<file path="src/hw/rtl/hmg_pkg.sv">
package hmg_pkg;

  localparam int KIND_W  = 2;
  localparam int VALUE_W = 10;
  localparam int GAP_W   = 15;

  // Answer when fewer than two values are present.
  localparam logic [GAP_W-1:0] NO_GAP = GAP_W'(20000);

  typedef enum logic [1:0] {
    KIND_ADD    = 2'd0,
    KIND_REMOVE = 2'd1,
    KIND_QUERY  = 2'd2
  } kind_e;

  typedef enum logic [2:0] {
    ST_CLEAR,
    ST_IDLE,
    ST_RMW,
    ST_SCAN,
    ST_DONE
  } state_e;

  // Control from the sequencer to the scan accumulator.
  typedef struct packed {
    logic clear;
    logic sample;
  } scan_ctl_t;

endpackage

</file>
<file path="src/hw/rtl/hmg_scan.sv">
module hmg_scan #(
  parameter int AW = 10,
  parameter int DW = 17
) (
  input  logic                      clk_i,
  input  logic                      rst_ni,
  input  hmg_pkg::scan_ctl_t        ctl_i,
  input  logic [AW-1:0]             index_i,
  input  logic [DW-1:0]             count_i,
  output logic [hmg_pkg::GAP_W-1:0] gap_o,
  output logic                      has_pair_o
);
  import hmg_pkg::*;

  localparam int CW = (AW > GAP_W) ? AW : GAP_W;

  logic [GAP_W-1:0] gap_q, gap_d;
  logic [AW-1:0]    last_q, last_d;
  logic             seen_q, seen_d;
  logic             pair_q, pair_d;
  logic             dup_q, dup_d;
  logic [AW-1:0]    diff;

  assign diff = index_i - last_q;

  always_comb begin
    gap_d  = gap_q;
    last_d = last_q;
    seen_d = seen_q;
    pair_d = pair_q;
    dup_d  = dup_q;
    if (ctl_i.clear) begin
      gap_d  = NO_GAP;
      seen_d = 1'b0;
      pair_d = 1'b0;
      dup_d  = 1'b0;
    end else if (ctl_i.sample && !dup_q && (count_i != '0)) begin
      if (count_i[DW-1:1] != '0) begin
        // A value present twice settles the answer for the rest of the scan.
        dup_d  = 1'b1;
        gap_d  = '0;
        pair_d = 1'b1;
      end else begin
        if (seen_q) begin
          pair_d = 1'b1;
          if (CW'(diff) < CW'(gap_q)) begin
            gap_d = GAP_W'(diff);
          end
        end
        last_d = index_i;
        seen_d = 1'b1;
      end
    end
  end

  always_ff @(posedge clk_i or negedge rst_ni) begin
    if (!rst_ni) begin
      gap_q  <= NO_GAP;
      last_q <= '0;
      seen_q <= 1'b0;
      pair_q <= 1'b0;
      dup_q  <= 1'b0;
    end else begin
      gap_q  <= gap_d;
      last_q <= last_d;
      seen_q <= seen_d;
      pair_q <= pair_d;
      dup_q  <= dup_d;
    end
  end

  assign gap_o      = gap_q;
  assign has_pair_o = pair_q;

endmodule

</file>
<file path="config.mk">
export PLATFORM = sky130hd
export DESIGN_NAME = hmg_scan
export DESIGN_NICKNAME = d
export VERILOG_FILES = /design/src/hw/rtl/hmg_pkg.sv /design/src/hw/rtl/hmg_scan.sv
export SDC_FILE = /design/constraint.sdc
export NUM_CORES = 1
export LEC_CHECK = 0
export BUFFER_PORTS_ARGS = -buffer_cell sky130_fd_sc_hd__buf_2
export CAP_MARGIN = 20
export CORE_MARGIN = 4
export CORE_UTILIZATION = 30
export DETAILED_ROUTE_END_ITERATION = 8
export GPL_ROUTABILITY_DRIVEN = 0
export PLACE_DENSITY = 0.55
export REMOVE_ABC_BUFFERS = 1
export SYNTH_ARGS = -nofsm -noshare
export SYNTH_HDL_FRONTEND = slang
export SYNTH_SLANG_ARGS = --single-unit
</file>
<file path="constraint.sdc">
create_clock -name clk_i -period 3.6 [get_ports clk_i]
set_input_delay 0.18 -clock clk_i [delete_from_list [all_inputs] [get_ports clk_i]]
set_output_delay 0.18 -clock clk_i [all_outputs]
set_load 0.03 [all_outputs]
</file>
==> metrics.cfg <==
[worst_setup_path]
worst-path-buf-inv=3
worstPathMaxFanout=8
required_ns=3.77
critPathTopFamily=compound AO/OA/AOI/OAI gates
worstPathArrival_ns=3.54
endpoint_kind=register
crit_chain=inv_1, ha_1, nor2b_4, o2111a_2, a2111oi_4, nor3_1, or3b_1, ha_1, a21oi_1, o21ai_0, a21oi_1, buf_4, nor2b_1, buf_4, a32o_1
path_class=reg -> reg
crit_slowest_cell=or3b_1
start_kind=register
critical_path.max_stage_delay_ns=0.41

[yosys]
synth-edff-count=0
seq_area_frac_synth=0.347
syn_inst=174
synthTopCellsByArea=dfrtp_1, ha_1, inv_1
synth_top_area_share=0.302
yosysTopAreaCell=dfrtp_1
syn_area_mm2=0.00174
synthDistinctLibCells=44
ys_warn_count=0
avgSynthCellArea_um2=10.0
synth-seq-cells=24
synthFlopType=dfrtp_1
ys_async_sr_fraction=1.00

[global_route]
grt_usage=0.115
grt_remaining_overflow=0
grt_start_max_net_pins=25
grt_pass1_vias=1463
antenna_found_initial=0
grt_pass1_wl_um=6700

[clock_network]
cts_buffers=3
clock_path_buffers=2
post_cts_buffers=0
htreeDepth=1
insertion_delay_ns=0.27
tritoncts=yes
root_buffer=clkbuf_8
path_clk_slew_ns=0.09
numClockSinks=24

[placement]
port_buffers=44
dp_hpwl_um=3060

[floorplanning]
fp.coreArea_mm2=0.00557
initial_core_util=0.313
die_w_um=84.2
core.rowCount=27
io_pins=47
die_h_um=84.2
fp.dieArea_mm2=0.00709

[pwr]
power_density_mw_per_mm2=306
total_leakage_power_uw=0.00104
vdd.ir_drop.worst_v=0.000145

[final_layout]
finish.utilization=0.385
layout_common_cells=buf_2, inv_1, dfrtp_1
drive_above_1_share=0.339
area_growth_pct=23.1
fill_cells=590
nNetsFinal=272
regArea_um2=604
mostFrequentLayoutCell=buf_2
antenna_cells=0
multi_input_area_mm2=0.00103

[sta]
slew_violations=0
final_hold_viol_count=0
worst_pin_slew_ns=0.645
max_freq_mhz=297
final.min_clock_period_ns=3.37
slew_headroom=0.570
setup_tns_ns=0
finalCritPeriodShare=0.936
finClkSkew_ns=0.00781
setup_violations=0
grt_setup_unrepaired=no

[detailed_routing]
drtIter0Drc=57
vias=1398
wl_um=3820
ant_nets=0
drc_errors=0
dr.pass1.iters=5
drt-wirelength-per-cell_um=13.0
viasPerCell=4.77

[status]
outcome=complete, no violations

[flow_run]
cap_violations=0

[min_path]
hold_class=in -> reg

-- worst reg2reg max path, cell delays in order (launching register included) --
cell and delay [ns]:
dfrtp_1 0.40, inv_1 0.06, ha_1 0.26, nor2b_4 0.12
o2111a_2 0.26, a2111oi_4 0.33, nor3_1 0.09, or3b_1 0.41
ha_1 0.31, a21oi_1 0.07, o21ai_0 0.17, a21oi_1 0.06
buf_4 0.16, nor2b_1 0.12, buf_4 0.19, a32o_1 0.25
-- worst paths after layout --
path,from,endpoint,slack [ns],cells past startpoint
setup / recovery,last_q[1],gap_o[8],0.23,15
hold / removal,index_i[6],last_q[6],0.15,2
setup reg to reg,last_q[1],gap_o[8],0.23,15
hold reg to reg,dup_q,dup_q,0.51,2
max in group asynchronous,rst_ni,gap_o[9],2.78,2
min in group asynchronous,rst_ni,gap_o[1],0.43,2
-- cell families after synthesis --
kind of cell / count (synthesis) / share of synthesized area
AOI/OAI and AO/OA: 45 / 0.197
muxes: 8 / 0.0603
buffers and inverters: 30 / 0.0840
other: 1 / 0.00215
DFF: 24 / 0.347
xor gates and xnor gates: 7 / 0.0352
and+or+nand+nor: 40 / 0.134
adders and majority gates: 19 / 0.141
-- flip-flops by register name, indices dropped and copies added, names as in the netlist --
register,flops
has_pair_o,1
seen_q,1
gap_o,11
last_q,10
dup_q,1
-- what timing repair did --
action	in CTS	in global routing
hold buffers	1	0
hold endpoints to repair	21	0
endpoints found under the setup margin	0	11
gates resized for setup	0	8
-- where the power goes --
part	internal, µW	switching [µW]
Combinational	59.8	78.2
Sequential	275	3.33
Clock	149	91.4
Total	484	173
-- routing by layer --
metal / GRT usage / wire [µm]
met1: 0.147 / 1800
met4: 0.0175 / 18
met5: 0 / 0
met2: 0.198 / 1810
met3: 0.0294 / 187
-- Yosys cell counts, types with 2 or more instances --
library cell / n
nand3_1: 2
or3_1: 2
o21ai_0: 8
a21oi_1: 8
nor4_1: 2
nand2_1: 6
nor2b_1: 4
o21a_1: 3
xor2_1: 2
a22o_1: 7
xnor2_1: 5
dfrtp_1: 21
buf_4: 5
and4_1: 2
inv_1: 23
nor3_1: 2
a31oi_1: 2
dfstp_2: 3
and2_1: 2
nor4_2: 2
a211o_1: 2
mux2_4: 4
mux2_2: 3
ha_1: 18
buf_6: 2
nor2_1: 11
a21o_1: 6
-- stage by stage --
step	total power (µW)	instance area (µm²)	instances	hold WS, ns	setup WS (ns)
final	657	2150	293	0.151	0.229
after global routing	698	2150	293	0.138	0.0114
after CTS	665	2110	293	0.147	0.0572
after detailed placement	419	2030	288	0.225	0.110
after global placement	418	2030	288	0.213	0.120
after floorplan	369	1690	168	-0.116	0.212
-- final cells by class --
class / count / area share
well taps: 72 / 0.0420
repair buffers: 49 / 0.121
inverters: 23 / 0.0402
multi-input cells: 121 / 0.482
flip-flops and latches: 24 / 0.282
clock buffers: 3 / 0.0192
clock inverters: 1 / 0.0140
Power figures use the tool's default switching activity.
